--- src/design/proximity_blink_led_controller_assert.svh ---
// assertion macros for the proximity blink led controller
// used by the controller and datapath modules, no other dependencies
`ifndef PROXIMITY_BLINK_LED_CONTROLLER_ASSERT_SVH
`define PROXIMITY_BLINK_LED_CONTROLLER_ASSERT_SVH

// consequent checked in the same cycle
`define PBLC_ASSERT_SAME(lbl, clk, rst, ante, cons, msg) \
  lbl: assert property (@(posedge clk) disable iff (rst) (ante) |-> (cons)) \
    else $error(msg);

// consequent checked in the next cycle
`define PBLC_ASSERT_NEXT(lbl, clk, rst, ante, cons, msg) \
  lbl: assert property (@(posedge clk) disable iff (rst) (ante) |=> (cons)) \
    else $error(msg);

`endif

--- src/design/pblc_pkg.sv ---
// shared types and constants of the proximity blink led controller
// no dependencies
`timescale 1ns / 1ps

package pblc_pkg;

  // timing constants in milliseconds
  localparam logic [15:0] FLASH_STEP_MS = 16'd150;
  localparam logic [15:0] IDLE_POLL_MS  = 16'd100;

  // detection state after reset: strength of minus one hundred
  localparam logic signed [7:0] STRENGTH_RESET = 8'sh9C;

  // age counter saturates here
  localparam logic [16:0] AGE_MAX = 17'h1FFFF;

  // interpolation divider: dividend width, one quotient bit per step
  localparam int PROD_W    = 24;
  localparam int DIV_STEPS = PROD_W;
  localparam int DIV_CNT_W = $clog2(DIV_STEPS);

  // request kinds
  typedef enum logic [1:0] {
    MODE_TICK   = 2'd0,
    MODE_NOTICE = 2'd1,
    MODE_FLASH  = 2'd2,
    MODE_NONE   = 2'd3
  } mode_t;

  // register indexes on the configuration port
  typedef enum logic [2:0] {
    REG_RSSI_NEAR    = 3'd0,
    REG_RSSI_FAR     = 3'd1,
    REG_FAST_HALF_MS = 3'd2,
    REG_SLOW_HALF_MS = 3'd3,
    REG_HOLD_MS      = 3'd4,
    REG_BRIGHTNESS   = 3'd5
  } cfg_reg_t;

  // controller states
  typedef enum logic [2:0] {
    ST_IDLE,
    ST_EXEC,
    ST_DIV,
    ST_FIN,
    ST_DONE
  } ctrl_state_t;

  // input request payload
  typedef struct packed {
    mode_t             mode;
    logic signed [7:0] notify_rssi;
    logic              alert_kind;
    logic [7:0]        flash_red;
    logic [7:0]        flash_green;
    logic [7:0]        flash_blue;
    logic signed [7:0] flash_count;
  } item_t;

  // result payload
  typedef struct packed {
    logic [7:0] led_red;
    logic [7:0] led_green;
    logic [7:0] led_blue;
  } led_t;

  // configuration registers
  typedef struct packed {
    logic signed [7:0] rssi_near;
    logic signed [7:0] rssi_far;
    logic [15:0]       fast_half_ms;
    logic [15:0]       slow_half_ms;
    logic [15:0]       hold_ms;
    logic [7:0]        brightness;
  } cfg_t;

  // commands from controller to datapath
  typedef struct packed {
    logic take;
    logic exec;
    logic div_step;
    logic fin;
    logic load_out;
  } dp_cmd_t;

  // status from datapath to controller
  typedef struct packed {
    logic need_div;
  } dp_status_t;

endpackage

--- src/design/pblc_dp.sv ---
// datapath: led state, flash playback, detection age and half period divider
// depends on pblc_pkg and the assertion macro header
`timescale 1ns / 1ps
`include "proximity_blink_led_controller_assert.svh"

module pblc_dp (
  input  logic                clk,
  input  logic                rst,
  input  pblc_pkg::cfg_t      cfg,
  input  pblc_pkg::item_t     item,
  input  pblc_pkg::dp_cmd_t   cmd,
  output pblc_pkg::dp_status_t status,
  output pblc_pkg::led_t      led
);
  import pblc_pkg::*;

  // request held while it is worked on
  item_t item_q;

  // model state
  logic [15:0]       wait_left;
  logic              white_phase;
  logic signed [7:0] last_strength;
  logic              last_kind;
  logic              seen_valid;
  logic [16:0]       age_count;
  logic [7:0]        pending_flashes;
  logic [23:0]       pending_colour;
  logic [7:0]        playing_flashes;
  logic [23:0]       playing_colour;
  logic              flash_lit;
  logic [23:0]       led_colour;

  // divider state
  logic [PROD_W-1:0] div_dvd;
  logic [7:0]        rem;
  logic [7:0]        span_q;
  logic              prod_neg;

  // tick arithmetic
  logic        is_tick;
  logic [16:0] age_inc;
  logic [15:0] wait_dec;
  logic [7:0]  play_dec;
  logic        decide;
  logic        blink_on;
  logic        white_next;
  logic [23:0] blink_colour;
  logic [7:0]  b;

  always_comb begin
    is_tick    = (item_q.mode == MODE_TICK);
    age_inc    = (age_count != AGE_MAX) ? age_count + 17'd1 : age_count;
    wait_dec   = wait_left - {15'd0, (wait_left != 16'd0)};
    play_dec   = playing_flashes - {7'd0, (playing_flashes != 8'd0)};
    decide     = is_tick && (wait_dec == 16'd0);
    blink_on   = seen_valid && (age_inc <= {1'b0, cfg.hold_ms});
    white_next = !white_phase;
    b          = cfg.brightness;
    if (white_next) begin
      blink_colour = {b, b, b};
    end else if (last_kind) begin
      blink_colour = {16'd0, b};
    end else begin
      blink_colour = {b, 16'd0};
    end
  end

  // clamp and interpolation operands
  logic              window_ok;
  logic signed [7:0] r_clamp;
  logic signed [8:0] span_w;
  logic signed [8:0] pos_w;
  logic [7:0]        span;
  logic [7:0]        pos;
  logic signed [16:0] diff;
  logic              diff_neg;
  logic [15:0]       diff_mag;
  logic [PROD_W-1:0] prod;

  always_comb begin
    window_ok = (cfg.rssi_near > cfg.rssi_far);
    r_clamp   = last_strength;
    if (r_clamp > cfg.rssi_near) begin
      r_clamp = cfg.rssi_near;
    end
    if (r_clamp < cfg.rssi_far) begin
      r_clamp = cfg.rssi_far;
    end
    span_w   = {cfg.rssi_near[7], cfg.rssi_near} - {cfg.rssi_far[7], cfg.rssi_far};
    pos_w    = {r_clamp[7], r_clamp} - {cfg.rssi_far[7], cfg.rssi_far};
    span     = span_w[7:0];
    pos      = pos_w[7:0];
    diff     = $signed({1'b0, cfg.slow_half_ms}) - $signed({1'b0, cfg.fast_half_ms});
    diff_neg = diff[16];
    diff_mag = diff_neg ? 16'(-diff) : diff[15:0];
    prod     = {16'd0, pos} * {8'd0, diff_mag};
  end

  // blink decision that needs the divider
  assign status.need_div = decide && !flash_lit && (play_dec == 8'd0) &&
                           (pending_flashes == 8'd0) && blink_on && window_ok;

  // one restoring division step
  logic [8:0] rem_sh;
  logic [8:0] rem_sub;
  logic       rem_ge;

  always_comb begin
    rem_sh  = {rem, div_dvd[PROD_W-1]};
    rem_sub = rem_sh - {1'b0, span_q};
    rem_ge  = (rem_sh >= {1'b0, span_q});
  end

  // half period from the quotient, sign restored
  logic [15:0] interp_half;
  assign interp_half = prod_neg ? cfg.slow_half_ms + div_dvd[15:0]
                                : cfg.slow_half_ms - div_dvd[15:0];

  // request capture and divider registers
  always_ff @(posedge clk) begin
    if (cmd.take) begin
      item_q <= item;
    end
    if (cmd.exec) begin
      div_dvd  <= prod;
      rem      <= 8'd0;
      span_q   <= span;
      prod_neg <= diff_neg;
    end else if (cmd.div_step) begin
      div_dvd <= {div_dvd[PROD_W-2:0], rem_ge};
      rem     <= rem_ge ? rem_sub[7:0] : rem_sh[7:0];
    end
  end

  // model state update
  always_ff @(posedge clk) begin
    if (rst) begin
      wait_left       <= 16'd0;
      white_phase     <= 1'b0;
      last_strength   <= STRENGTH_RESET;
      last_kind       <= 1'b0;
      seen_valid      <= 1'b0;
      age_count       <= 17'd0;
      pending_flashes <= 8'd0;
      pending_colour  <= 24'd0;
      playing_flashes <= 8'd0;
      playing_colour  <= 24'd0;
      flash_lit       <= 1'b0;
      led_colour      <= 24'd0;
    end else if (cmd.exec) begin
      case (item_q.mode)
        MODE_TICK: begin
          age_count <= age_inc;
          wait_left <= wait_dec;
          if (decide) begin
            if (flash_lit) begin
              // end of a lit flash step
              flash_lit  <= 1'b0;
              led_colour <= 24'd0;
              wait_left  <= FLASH_STEP_MS;
            end else begin
              playing_flashes <= play_dec;
              if (play_dec != 8'd0) begin
                // next flash of the running playback
                flash_lit  <= 1'b1;
                led_colour <= playing_colour;
                wait_left  <= FLASH_STEP_MS;
              end else if (pending_flashes != 8'd0) begin
                // start the waiting flash request
                playing_flashes <= pending_flashes;
                playing_colour  <= pending_colour;
                pending_flashes <= 8'd0;
                white_phase     <= 1'b0;
                flash_lit       <= 1'b1;
                led_colour      <= pending_colour;
                wait_left       <= FLASH_STEP_MS;
              end else if (blink_on) begin
                // proximity blink, interpolated wait set at finish, slow half period if the window is empty
                white_phase <= white_next;
                led_colour  <= blink_colour;
                if (!window_ok) begin
                  wait_left <= cfg.slow_half_ms;
                end
              end else begin
                led_colour  <= 24'd0;
                white_phase <= 1'b0;
                wait_left   <= IDLE_POLL_MS;
              end
            end
          end
        end
        MODE_NOTICE: begin
          last_strength <= item_q.notify_rssi;
          last_kind     <= item_q.alert_kind;
          age_count     <= 17'd0;
          seen_valid    <= 1'b1;
        end
        MODE_FLASH: begin
          pending_colour  <= {item_q.flash_red, item_q.flash_green, item_q.flash_blue};
          pending_flashes <= (!item_q.flash_count[7]) ? item_q.flash_count : 8'd0;
        end
        default: begin
        end
      endcase
    end else if (cmd.fin) begin
      wait_left <= interp_half;
    end
  end

  // result register
  always_ff @(posedge clk) begin
    if (cmd.load_out) begin
      led <= led_t'(led_colour);
    end
  end

  `PBLC_ASSERT_SAME(a_lit_has_flashes, clk, rst, flash_lit, playing_flashes != 8'd0, "lit, no count")
  `PBLC_ASSERT_SAME(a_rem_below_span, clk, rst, cmd.fin, rem < span_q, "remainder out of range")
  `PBLC_ASSERT_SAME(a_cmd_onehot, clk, rst, 1'b1, $onehot0(cmd), "more than one command at once")

endmodule

--- src/design/pblc_ctrl.sv ---
// controller: request handshake, step sequencing and result handshake
// depends on pblc_pkg and the assertion macro header
`timescale 1ns / 1ps
`include "proximity_blink_led_controller_assert.svh"

module pblc_ctrl (
  input  logic                 clk,
  input  logic                 rst,
  input  logic                 item_valid,
  output logic                 item_stall,
  output logic                 led_valid,
  input  logic                 led_stall,
  output pblc_pkg::dp_cmd_t    cmd,
  input  pblc_pkg::dp_status_t status
);
  import pblc_pkg::*;

  ctrl_state_t          state;
  ctrl_state_t          state_next;
  logic [DIV_CNT_W-1:0] div_cnt;
  logic                 div_last;

  assign div_last   = (div_cnt == DIV_CNT_W'(DIV_STEPS - 1));
  assign item_stall = (state != ST_IDLE);

  // state register
  always_ff @(posedge clk) begin
    if (rst) begin
      state <= ST_IDLE;
    end else begin
      state <= state_next;
    end
  end

  // next state and commands
  always_comb begin
    state_next = state;
    cmd        = '0;
    case (state)
      ST_IDLE: begin
        if (item_valid) begin
          cmd.take   = 1'b1;
          state_next = ST_EXEC;
        end
      end
      ST_EXEC: begin
        cmd.exec   = 1'b1;
        state_next = status.need_div ? ST_DIV : ST_DONE;
      end
      ST_DIV: begin
        cmd.div_step = 1'b1;
        if (div_last) begin
          state_next = ST_FIN;
        end
      end
      ST_FIN: begin
        cmd.fin    = 1'b1;
        state_next = ST_DONE;
      end
      ST_DONE: begin
        if (!led_valid || !led_stall) begin
          cmd.load_out = 1'b1;
          state_next   = ST_IDLE;
        end
      end
      default: begin
        state_next = ST_IDLE;
      end
    endcase
  end

  // divider step counter
  always_ff @(posedge clk) begin
    if (rst) begin
      div_cnt <= '0;
    end else if (cmd.exec) begin
      div_cnt <= '0;
    end else if (cmd.div_step) begin
      div_cnt <= div_cnt + DIV_CNT_W'(1);
    end
  end

  // result valid flag
  always_ff @(posedge clk) begin
    if (rst) begin
      led_valid <= 1'b0;
    end else if (cmd.load_out) begin
      led_valid <= 1'b1;
    end else if (!led_stall) begin
      led_valid <= 1'b0;
    end
  end

  `PBLC_ASSERT_NEXT(a_take_exec, clk, rst, cmd.take, state == ST_EXEC, "accepted request not executed")
  `PBLC_ASSERT_NEXT(a_div_fin, clk, rst, (state == ST_DIV) && div_last, state == ST_FIN, "divider overran its step count")
  `PBLC_ASSERT_NEXT(a_load_valid, clk, rst, cmd.load_out, led_valid && (state == ST_IDLE), "result not presented after load")

endmodule

--- src/design/proximity_blink_led_controller.sv ---
// Proximity blink LED controller. Each accepted request (millisecond tick,
// detection notice or flash request) yields exactly one result: the LED colour
// after the request is handled. Most requests go through accept, execute and
// load into the result register. A tick that ends a wait and starts a proximity
// blink half period with rssi_near above rssi_far adds the interpolation
// divider (one quotient bit per cycle over 24 steps) and a finish step. A new
// request is accepted while an earlier result still waits in the output register.
// Configuration registers sit at byte addresses 0, 4, ... 20 on the APB port;
// the user must write them only while idle, the block does not enforce this.
// top level: configuration registers, controller and datapath
// depends on pblc_pkg, pblc_ctrl and pblc_dp
`timescale 1ns / 1ps

module proximity_blink_led_controller (
  input  logic            clk,
  input  logic            rst,
  input  logic            item_valid,
  output logic            item_stall,
  input  pblc_pkg::item_t item,
  output logic            led_valid,
  input  logic            led_stall,
  output pblc_pkg::led_t  led,
  input  logic            psel,
  input  logic            penable,
  input  logic            pwrite,
  input  logic [4:0]      paddr,
  input  logic [31:0]     pwdata,
  output logic [31:0]     prdata,
  output logic            pready
);
  import pblc_pkg::*;

  cfg_t       cfg;
  cfg_reg_t   reg_sel;
  logic       cfg_write;
  dp_cmd_t    cmd;
  dp_status_t status;

  assign pready    = 1'b1;
  assign reg_sel   = cfg_reg_t'(paddr[4:2]);
  assign cfg_write = psel && penable && pwrite;

  // configuration registers
  always_ff @(posedge clk) begin
    if (rst) begin
      cfg.rssi_near    <= -8'sd40;
      cfg.rssi_far     <= -8'sd90;
      cfg.fast_half_ms <= 16'd50;
      cfg.slow_half_ms <= 16'd500;
      cfg.hold_ms      <= 16'd3000;
      cfg.brightness   <= 8'd32;
    end else if (cfg_write) begin
      case (reg_sel)
        REG_RSSI_NEAR:    cfg.rssi_near    <= pwdata[7:0];
        REG_RSSI_FAR:     cfg.rssi_far     <= pwdata[7:0];
        REG_FAST_HALF_MS: cfg.fast_half_ms <= pwdata[15:0];
        REG_SLOW_HALF_MS: cfg.slow_half_ms <= pwdata[15:0];
        REG_HOLD_MS:      cfg.hold_ms      <= pwdata[15:0];
        REG_BRIGHTNESS:   cfg.brightness   <= pwdata[7:0];
        default: begin
        end
      endcase
    end
  end

  // register read back
  always_comb begin
    case (reg_sel)
      REG_RSSI_NEAR:    prdata = {24'd0, cfg.rssi_near};
      REG_RSSI_FAR:     prdata = {24'd0, cfg.rssi_far};
      REG_FAST_HALF_MS: prdata = {16'd0, cfg.fast_half_ms};
      REG_SLOW_HALF_MS: prdata = {16'd0, cfg.slow_half_ms};
      REG_HOLD_MS:      prdata = {16'd0, cfg.hold_ms};
      REG_BRIGHTNESS:   prdata = {24'd0, cfg.brightness};
      default:          prdata = 32'd0;
    endcase
  end

  // sequencing
  pblc_ctrl u_ctrl (
    .clk        (clk),
    .rst        (rst),
    .item_valid (item_valid),
    .item_stall (item_stall),
    .led_valid  (led_valid),
    .led_stall  (led_stall),
    .cmd        (cmd),
    .status     (status)
  );

  // led state and arithmetic
  pblc_dp u_dp (
    .clk    (clk),
    .rst    (rst),
    .cfg    (cfg),
    .item   (item),
    .cmd    (cmd),
    .status (status),
    .led    (led)
  );

endmodule
--- config.mk ---
export PLATFORM = sky130hd
export DESIGN_NAME = proximity_blink_led_controller
export DESIGN_NICKNAME = d
export VERILOG_FILES = /design/src/design/pblc_pkg.sv /design/src/design/pblc_dp.sv /design/src/design/pblc_ctrl.sv /design/src/design/proximity_blink_led_controller.sv
export VERILOG_INCLUDE_DIRS = /design/src /design/src/design
export SDC_FILE = /design/constraint.sdc
export NUM_CORES = 1
export LEC_CHECK = 0
export BUFFER_PORTS_ARGS = -buffer_cell sky130_fd_sc_hd__buf_2
export CORE_MARGIN = 5
export CORE_UTILIZATION = 40
export DETAILED_ROUTE_END_ITERATION = 8
export PLACE_DENSITY_LB_ADDON = 0.25
export SYNTH_ARGS = -nofsm -noshare
export SYNTH_HDL_FRONTEND = slang
export SYNTH_HIERARCHICAL = 1
export SYNTH_SLANG_ARGS = --single-unit
--- constraint.sdc ---
create_clock -name clk -period 15.7 [get_ports clk]
set_input_delay 2.355 -clock clk [delete_from_list [all_inputs] [get_ports clk]]
set_output_delay 2.355 -clock clk [all_outputs]
set_load 0.005 [all_outputs]
; Yosys cells after proc, flatten, opt, wreduce, memory -nomap -nowiden
; Cells that the tools add are included.
[word_totals]
regBits = 322
latch_bits = 0
ram_bits = 0
romBits = 0
in_bits = 87
out_inout_bits = 59
elab_cells = 174
memories = 0
[classes]
add_sub_neg = 11
n_mul = 1
div_mod_pow = 0
order_cmp = 5
eq_ne = 22
shift = 0
n_mux = 52
n_bitwise = 2
n_reduce_logical = 46
[op_table]
columns = operator, count
row1 = $mux W24, 8
row2 = $mux W16, 11
row3 = $pmux W16 S6, 1
row4 = $mux W8, 9
row5 = $pmux W17 S2, 1
row6 = $mul A8 B16 Y24, 1
row7 = $reduce_bool A8 Y1, 3
row8 = $sub A8 B8 Y8, 3
row9 = $reduce_and A2 Y1, 10
row10 = $add A17 B1 Y17 const B, 1
row11 = $le A17 B16 Y1, 1
row12 = $mux W17, 1
row13 = $ne A17 B17 Y1 const B, 1
row14 = $sub A16 B16 Y17, 1
row15 = $add A16 B16 Y16, 1
row16 = $gt A8 B8 Y1, 2
row17 = $logic_not A16 Y1, 1
row18 = $logic_not A8 Y1, 2
row19 = $neg A16 Y16, 1
row20 = $pmux W8 S2, 1
row21 = $reduce_bool A16 Y1, 1
row22 = $sub A16 B1 Y16, 1
row23 = $sub A16 B16 Y16, 1
row24 = $pmux W3 S5, 1
row25 = 28 further kinds, 75

; Depth between registers and ports, before layout
; Gate-level depths: netlist (run 1).
[depth]
ltp_word = 11
depth_mapped = 47
mapped_depth_nobuf = 44

; Cells and area by module
; The synthesis (run 1) kept the hierarchy.
[modules_own_cells]
columns = module, instances, cells_per_inst, area_each_um2, seq_area_each_um2
row1 = pblc_dp, 1, 2040, 17820.8, 5805.6
row2 = proximity_blink_led_controller, 1, 406, 3530.9, 1441.4
row3 = pblc_ctrl, 1, 53, 456.7, 180.2

; Least setup slack after synthesis (run 1)
; Ideal clock, no wire load.
[synth_path]
path_type = flip-flop to flip-flop
from = register, netlist name cfg[69]
to = register u_dp.div_dvd[23], data pin
setup_ns = 0.271
arrival_time_ns = 9.229
t_required_ns = 15.429
slack_ns = 6.200
stages_incl_launch_ff = 47
n_path_buf = 3
synth_period_minus_slack_ns = 9.500
cell_sequence = dfxtp_1 > inv_1 > ha_1 > a21o_1 > a2111oi_0 > a211o_1 > and2_1 > clkbuf_1 > clkbuf_1 > nand2_1 > o21ai_0 > ha_1 > a21o_1 > a21oi_1 > nand2_1 > nand4_1 > a31oi_1 > o21a_1 > [11 not listed] > clkbuf_1 > nor2_1 > fa_1 > fa_1 > fa_1 > inv_1 > fa_1 > inv_1 > ha_1 > a21o_1 > a21o_1 > a221o_1 > a22o_1 > a31oi_1 > a21oi_1 > a31oi_1 > xnor2_1 > a21oi_1
[synth_via]
elab_chain_cells = 7
[synth_lines]
columns = item, line_no
row1 = $gt A8 B8 Y1, pblc_dp.sv:84  ; if (r_clamp > cfg.rssi_near) begin
row2 = $mux W8 (*), pblc_dp.sv:84
row3 = $lt A8 B8 Y1, pblc_dp.sv:87  ; if (r_clamp < cfg.rssi_far) begin
row4 = $mux W8 (*), pblc_dp.sv:87
row5 = $sub A8 B8 Y8 (*), pblc_dp.sv:91  ; pos_w = {r_clamp[7], r_clamp} - {cfg.rssi_far[7], cfg.rssi_far};
row6 = $mul A8 B16 Y24 (*), pblc_dp.sv:97  ; prod = {16'd0, pos} * {8'd0, diff_mag};
row7 = $mux W24 (*), pblc_dp.sv:125  ; if (cmd.exec) begin
row8 = to (signal assigned), pblc_dp.sv:126  ; div_dvd <= prod;
row9 = to (signal assigned), pblc_dp.sv:131  ; div_dvd <= {div_dvd[PROD_W-2:0], rem_ge};
row10 = to (decl), pblc_dp.sv:35  ; logic [PROD_W-1:0] div_dvd;
; Mark *: on every way between the ends. The rest lies on a longest branch, timed or not.
; A chain may end at the register's enable or synchronous reset.

; Worst setup path after layout (run 1)
[layout_path]
from = register, netlist name cfg[69]
to = register u_dp.div_dvd[23], data pin
[layout_via]
elab_chain_cells = 7
[layout_lines]
columns = item, line_no
row1 = $gt A8 B8 Y1, pblc_dp.sv:84
row2 = $mux W8 (*), pblc_dp.sv:84
row3 = $lt A8 B8 Y1, pblc_dp.sv:87
row4 = $mux W8 (*), pblc_dp.sv:87
row5 = $sub A8 B8 Y8 (*), pblc_dp.sv:91
row6 = $mul A8 B16 Y24 (*), pblc_dp.sv:97
row7 = $mux W24 (*), pblc_dp.sv:125
; Marks and branches as above.

==> flow_summary_export.csv, run 1 <==
group,metric,value,unit
run_status,outcome,"complete, no violations",
floorplanning,coreArea,53900,µm²
yosys,yosysTopAreaCell,"dfxtp_1",
cts,worstSkewPairLatency,0.58,ns
floorplanning,die_h,243,µm
placement,dp_cells,3210,
cts,cts_tree,"done",
floorplanning,num_rows,85,
setup_path,r2r_slack,4.84,ns
setup_path,required,15.99,ns
finish,layout.nets,2867,
setup_path,worstSetupEndpointType,"register",
floorplanning,initial_core_util,40.4,%
finish,final_layout_size_suffix_gt1_share,11.3,%
floorplanning,die_w,243,µm
sta,hold_viol_final,0,
power,peakVddDrop,0.000172,V
setup_path,timing.critical_path.buf_inv,6,
finish,multi_input_area,13000,µm²
yosys,synth_cell_type_count,93,
placement,preCtsSetupSlack,5.08,ns
sta,drv_slew,0,
min_path,hold_path_class,"reg2reg",
cts,post_cts_buffers,0,
routing,drt_pre_antenna_iters,5,
routing,wl_per_cell,19.6,µm
yosys,async_reset_ff_share,0,%
routing,routed_via_density,5.60,
cts,clock_sink_count,321,
floorplanning,pin_count,146,
grt,gr-total-overflow,0,
yosys,syn-cell-area,21800,µm²
yosys,synth_flop_cell,"dfxtp_1",
yosys,syn_area_per_cell,8.73,µm²
placement,portBuffers,110,
sta,rsz0062_at_grt,"no",
grt,grt_pass1_vias,17700,
power,p_per_area,157,nW/µm²
routing,drc,0,
placement,place.gp.congestion,0.901,
cts,cts_resized,0,
finish,regArea,7430,µm²
yosys,synth_top_area_share,20.3,%
finish,final_common_cell,"nor2_1",
cts,cts_buffers,37,
finish,num_antenna_cells,0,
placement,dp.final_hpwl,47.5,mm
sta,fin_crit,10.86,ns
finish,n_fill_cell,5186,
routing,drtIter0Drc,1620,
run,max_cap_viol_count,0,
sta,worstMarginPinSlew,1.16,ns
cts,hold_buffers,0,
finish,layout_common_cells,"255 x nor2_1, 230 x nand2_1, 221 x dfxtp_1, 212 x inv_1, 201 x a21oi_1",
routing,wirelength,64.1,mm
setup_path,startpoint_type,"register",
sta,fmax,92.1,MHz
sta,max_slew_margin,22.5,%
power,p_leak,10.0,nW
grt,antenna_found_initial,3,
routing,vias,18400,
sta,fin_crit_sh,69.2,%
cts,path_clk_slew,0.06,ns
floorplanning,die-area,59300,µm²
sta,setup_viol_count_final,0,
sta,clock_skew,0.0181,ns
setup_path,path_common_cell,"a21o_1",
setup_path,crit_family,"compound AO/OA/AOI/OAI gates",
setup_path,cpPeakStageDelay,0.58,ns
setup_path,criticalPathCategory,"reg2reg",
finish,fin_cells,3278,
yosys,synth_warnings,6,
yosys,ys_seq_area_share,34.1,%
routing,ant_nets,0,
finish,syn2layout_area_growth,11.1,%
setup_path,r2r-start,"cfg[69]$_SDFFE_PP0P_",
min_path,hp-start,"u_dp/led_colour[12]$_SDFFE_PP0P_",
sta,finalSetupTns,0,ns
grt,grt_pass1_wl,99.9,mm
setup_path,startpoint,"cfg[69]$_SDFFE_PP0P_",
yosys,ys_top_cells_by_area,"dfxtp_1 20%, edfxtp_1 14%, fa_1 8.2%, ha_1 7.9%, a21oi_1 4.6%",
setup_path,crit_fanout,16,
grt,grt_use_total,20.9,%
grt,grt_start_max_net_pins,89,
setup_path,crit_slowest_cell,"o21ai_0",
yosys,synth-edff-count,100,
cts,clockBufferDepth,3,
cts,h-tree-depth,2,
yosys,netlist_instances,2499,
setup_path,arrival,11.15,ns
sta,fin_ws,4.84,ns
cts,clockRootBuffer,"clkbuf_16",
yosys,synth-seq-cells,321,
-- state kept, by name (all words and copies together) (netlist names), 8 cells and up --
register and count:
u_dp/playing_flashes 8, u_dp/wait_left 16, u_dp/age_count 17, u_dp/span_q 8
u_dp/item_q 43, u_dp/rem 8, u_dp/playing_colour 24, u_dp/led 24
cfg 72, u_dp/pending_colour 24, u_dp/div_dvd 24, u_dp/led_colour 24
u_dp/last_strength 8
-- routing by layer --
layer  track usage, %  routed length [µm]
met4             6.80                2040
met2             32.5               28100
met1             29.3               28800
met5                0                  29
met3             4.21                5170
-- synthesized netlist by cell type, types with 49 or more instances --
library cell,n
xnor2_1,62
dfxtp_1,221
xor2_1,51
ha_1,138
nor2_1,257
clkbuf_1,83
a21oi_1,202
nand3_1,103
o21ai_0,132
nand2_1,230
fa_1,89
edfxtp_1,100
inv_1,212
mux2i_1,49
-- worst register-to-register path: cells and delay by family, from the launching register on --
kind / cells / cell delay [ns]
mux: 1 / 0.33
flops: 1 / 0.44
compound gates: 21 / 4.56
xor+xnor: 2 / 0.25
simple gates: 6 / 1.11
buf+inv: 6 / 0.51
fa+ha+maj: 8 / 3.38
-- metrics by stage --
step | total power [mW] | hold WS (ns) | instance area [µm²] | util, %
floorplan | 2.40 | 0.408 | 21900 | -
global placement | 2.80 | 0.417 | 22900 | 42.4
detailed placement | 2.83 | 0.415 | 22900 | 42.4
CTS | 3.80 | 0.430 | 24200 | 44.9
global route | 4.11 | 0.435 | 24200 | 44.9
finish | 3.80 | 0.424 | 24200 | 44.9
-- worst paths after layout --
path	endpoint	cells after the start
hold reg to reg	u_dp/led[12]$_DFFE_PP_	0
setup / recovery	u_dp/div_dvd[23]$_DFFE_PP_	44
hold / removal	u_dp/led[12]$_DFFE_PP_	0
setup reg to reg	u_dp/div_dvd[23]$_DFFE_PP_	44
-- layout make-up --
cell class | instances | share of cell area, %
clock buffer | 44 | 4.32
clock inverter | 24 | 1.35
inverter | 212 | 3.28
multi-input combinational | 1844 | 53.7
sequential | 321 | 30.6
tap | 696 | 3.59
timing repair buffer | 137 | 3.13
-- power breakdown --
part / total, mW / switching [mW] / internal, mW
logic: 1.93 / 1.14 / 0.784
registers: 0.918 / 0.0214 / 0.897
clock network: 0.953 / 0.385 / 0.569
-- kinds of logic (layout without fill, tap and decap cells) --
family          after synthesis  after routing  share of synthesized area, %
simple gates                862            862                          19.0
compound gates              552            552                          15.9
buf+inv                     349            417                          6.75
flops                       321            321                          34.1
fa+ha+maj                   227            227                          16.1
xor+xnor                    113            113                          4.54
mux                          73             73                          3.66
other cells                   2             17                        0.0344
No activity file was read; power rests on OpenSTA's default activity.
==> run 2: changes to the inputs <==
ABC_AREA = 1   (was unset)
clock period = 8.71 ns   (was 15.7 ns; I/O delays follow)
==> flow_summary_export.csv, run 2 <==
group,metric,value,unit
routing,routed_via_density,5.03,
finish,top_register,"cfg",
yosys,synth_top_area_share,19.7,%
run,max_cap_viol_count,0,
sta,rsz0062_at_grt,"yes",
setup_path,startpoint_type,"register",
floorplanning,pin_count,146,
yosys,ys_seq_area_share,33.1,%
yosys,synth-edff-count,100,
finish,num_antenna_cells,0,
setup_path,crit_family,"adder cells",
routing,wl_per_cell,16.2,µm
sta,finalSetupTns,0,ns
floorplanning,coreArea,55400,µm²
placement,portBuffers,110,
grt,grt_start_max_net_pins,73,
yosys,netlist_instances,3036,
cts,cts_tree,"done",
finish,reg.largest.list,"cfg (72), u_dp/item_q (43)",
grt,antenna_found_initial,1,
yosys,synth_common_cells,"667 x nand2_1, 396 x inv_1, 365 x nor2_1",
yosys,synth-seq-cells,321,
finish,syn2layout_area_growth,16.9,%
setup_path,worstSetupEndpointType,"register",
routing,ant_nets,0,
grt,gr-total-overflow,0,
floorplanning,num_rows,86,
setup_path,required,9.04,ns
cts,clockBufferDepth,3,
sta,fin_crit,8.53,ns
sta,worstMarginPinSlew,1.12,ns
finish,n_fill_cell,5639,
cts,clock_sink_count,321,
floorplanning,initial_core_util,40.5,%
cts,worstSkewPairLatency,0.57,ns
finish,final_common_cell,"nand2_1",
routing,wirelength,64.8,mm
cts,clockRootBuffer,"clkbuf_16",
setup_path,crit_slowest_cell,"fa_1",
cts,h-tree-depth,2,
sta,hold_viol_final,0,
setup_path,path_common_cell,"nor2_1",
finish,largest_reg_flops,72,
yosys,syn-cell-area,22500,µm²
yosys,synth_warnings,6,
grt,grt_pass1_wl,101,mm
yosys,async_reset_ff_share,0,%
run_status,outcome,"complete, no violations",
setup_path,criticalPathCategory,"reg2reg",
routing,vias,20100,
sta,max_slew_margin,25.1,%
floorplanning,die_w,247,µm
min_path,hold_path_class,"reg2reg",
yosys,synth_cell_type_count,56,
finish,final_layout_size_suffix_gt1_share,14.7,%
sta,fmax,117,MHz
yosys,synth_flop_cell,"dfxtp_1",
finish,fin_cells,3998,
routing,drtIter0Drc,1792,
finish,layout_common_cells,"647 x nand2_1, 373 x inv_1, 351 x nor2_1, 222 x a21oi_1, 213 x dfxtp_1",
sta,clock_skew,0.0255,ns
routing,drt_pre_antenna_iters,6,
cts,hold_buffers,0,
yosys,synth_most_common_cell,"nand2_1",
finish,layout.nets,3534,
setup_path,crit_fanout,8,
yosys,ys_top_cells_by_area,"dfxtp_1 20%, edfxtp_1 13%, nand2_1 11%, fa_1 7.9%, ha_1 7.7%",
placement,place.gp.congestion,0.921,
floorplanning,die-area,61000,µm²
placement,dp_cells,3908,
grt,grt_use_total,20.6,%
placement,dp.final_hpwl,48.2,mm
sta,drv_slew,0,
yosys,yosysTopAreaCell,"dfxtp_1",
sta,fin_crit_sh,98.0,%
yosys,syn_area_per_cell,7.40,µm²
cts,path_clk_slew,0.06,ns
cts,cts_buffers,39,
setup_path,arrival,8.86,ns
sta,setup_viol_count_final,0,
routing,drc,0,
setup_path,cpPeakStageDelay,0.53,ns
setup_path,timing.critical_path.buf_inv,8,
grt,grt_pass1_vias,18700,
floorplanning,die_h,247,µm
[run 2: cell families after synthesis]
kind of cell	share of synthesized area (%)
buffers and inverters	9.59
DFF	33.1
AOI/OAI and AO/OA	12.1
other	0.0334
and+or+nand+nor	26.0
xor gates and xnor gates	3.59
adders and majority gates	15.6
muxes	0.0446
[run 2: repair_timing]
item	4_1_cts	5_1_grt
resized for setup	9	143
pin swaps	1	114
cloned	0	2
endpoints found under the setup margin	11	16
setup buffers	1	16
[run 2: metal layers]
layer | track usage (%) | routed length (µm) | vias up
met2 | 31.9 | 28600 | 531
met4 | 5.74 | 1570 | 2
met3 | 3.71 | 4240 | 91
li1 | - | - | 10200
met1 | 29.7 | 30400 | 9288
met5 | 0 | 13 | -
[run 2: worst paths after layout]
kind	start	end	slack [ns]	depth (start not counted)
max	cfg[69]$_SDFFE_PP0P_	u_dp/div_dvd[23]$_DFFE_PP_	0.18	50
min	u_dp/led_colour[1]$_SDFFE_PP0P_	u_dp/led[1]$_DFFE_PP_	0.43	0
max reg2reg	cfg[69]$_SDFFE_PP0P_	u_dp/div_dvd[23]$_DFFE_PP_	0.18	50
min reg2reg	u_dp/led_colour[1]$_SDFFE_PP0P_	u_dp/led[1]$_DFFE_PP_	0.43	0
[run 2: per-stage QoR]
| step | util, % | setup slack [ns] | hold slack, ns | instance area [µm²] |
|---|---|---|---|---|
| after global routing | 47.4 | -0.291 | 0.449 | 26300 |
| after detailed placement | 43.8 | -0.364 | 0.418 | 24300 |
| after CTS | 46.1 | 0.0192 | 0.434 | 25600 |
| after floorplan | - | 0.0453 | 0.409 | 22500 |
| after global placement | 43.8 | -0.224 | 0.413 | 24300 |
| final | 47.4 | 0.178 | 0.432 | 26300 |
[run 2: final cells by class]
type	instances	area (µm²)	share of cell area [%]
clock buffer	50	1060	4.03
timing repair buffer	243	1580	6.00
multi-input combinational	2202	13500	51.4
sequential	321	7440	28.3
inverter	413	1550	5.90
clock inverter	21	190	0.724
tap	748	936	3.56
[run 2: worst register-to-register path: cells and delay by family, from the launching register on]
kind,cells,cell delay (ns)
and+or+nand+nor,23,2.47
buffers and inverters,8,0.77
AOI/OAI and AO/OA,11,1.71
DFF,1,0.32
adders and majority gates,8,3.02
Power of run 2 is left out: the tool's default activity adds up to more than one toggle a clock period on the data nets, which glitch-free logic cannot reach.
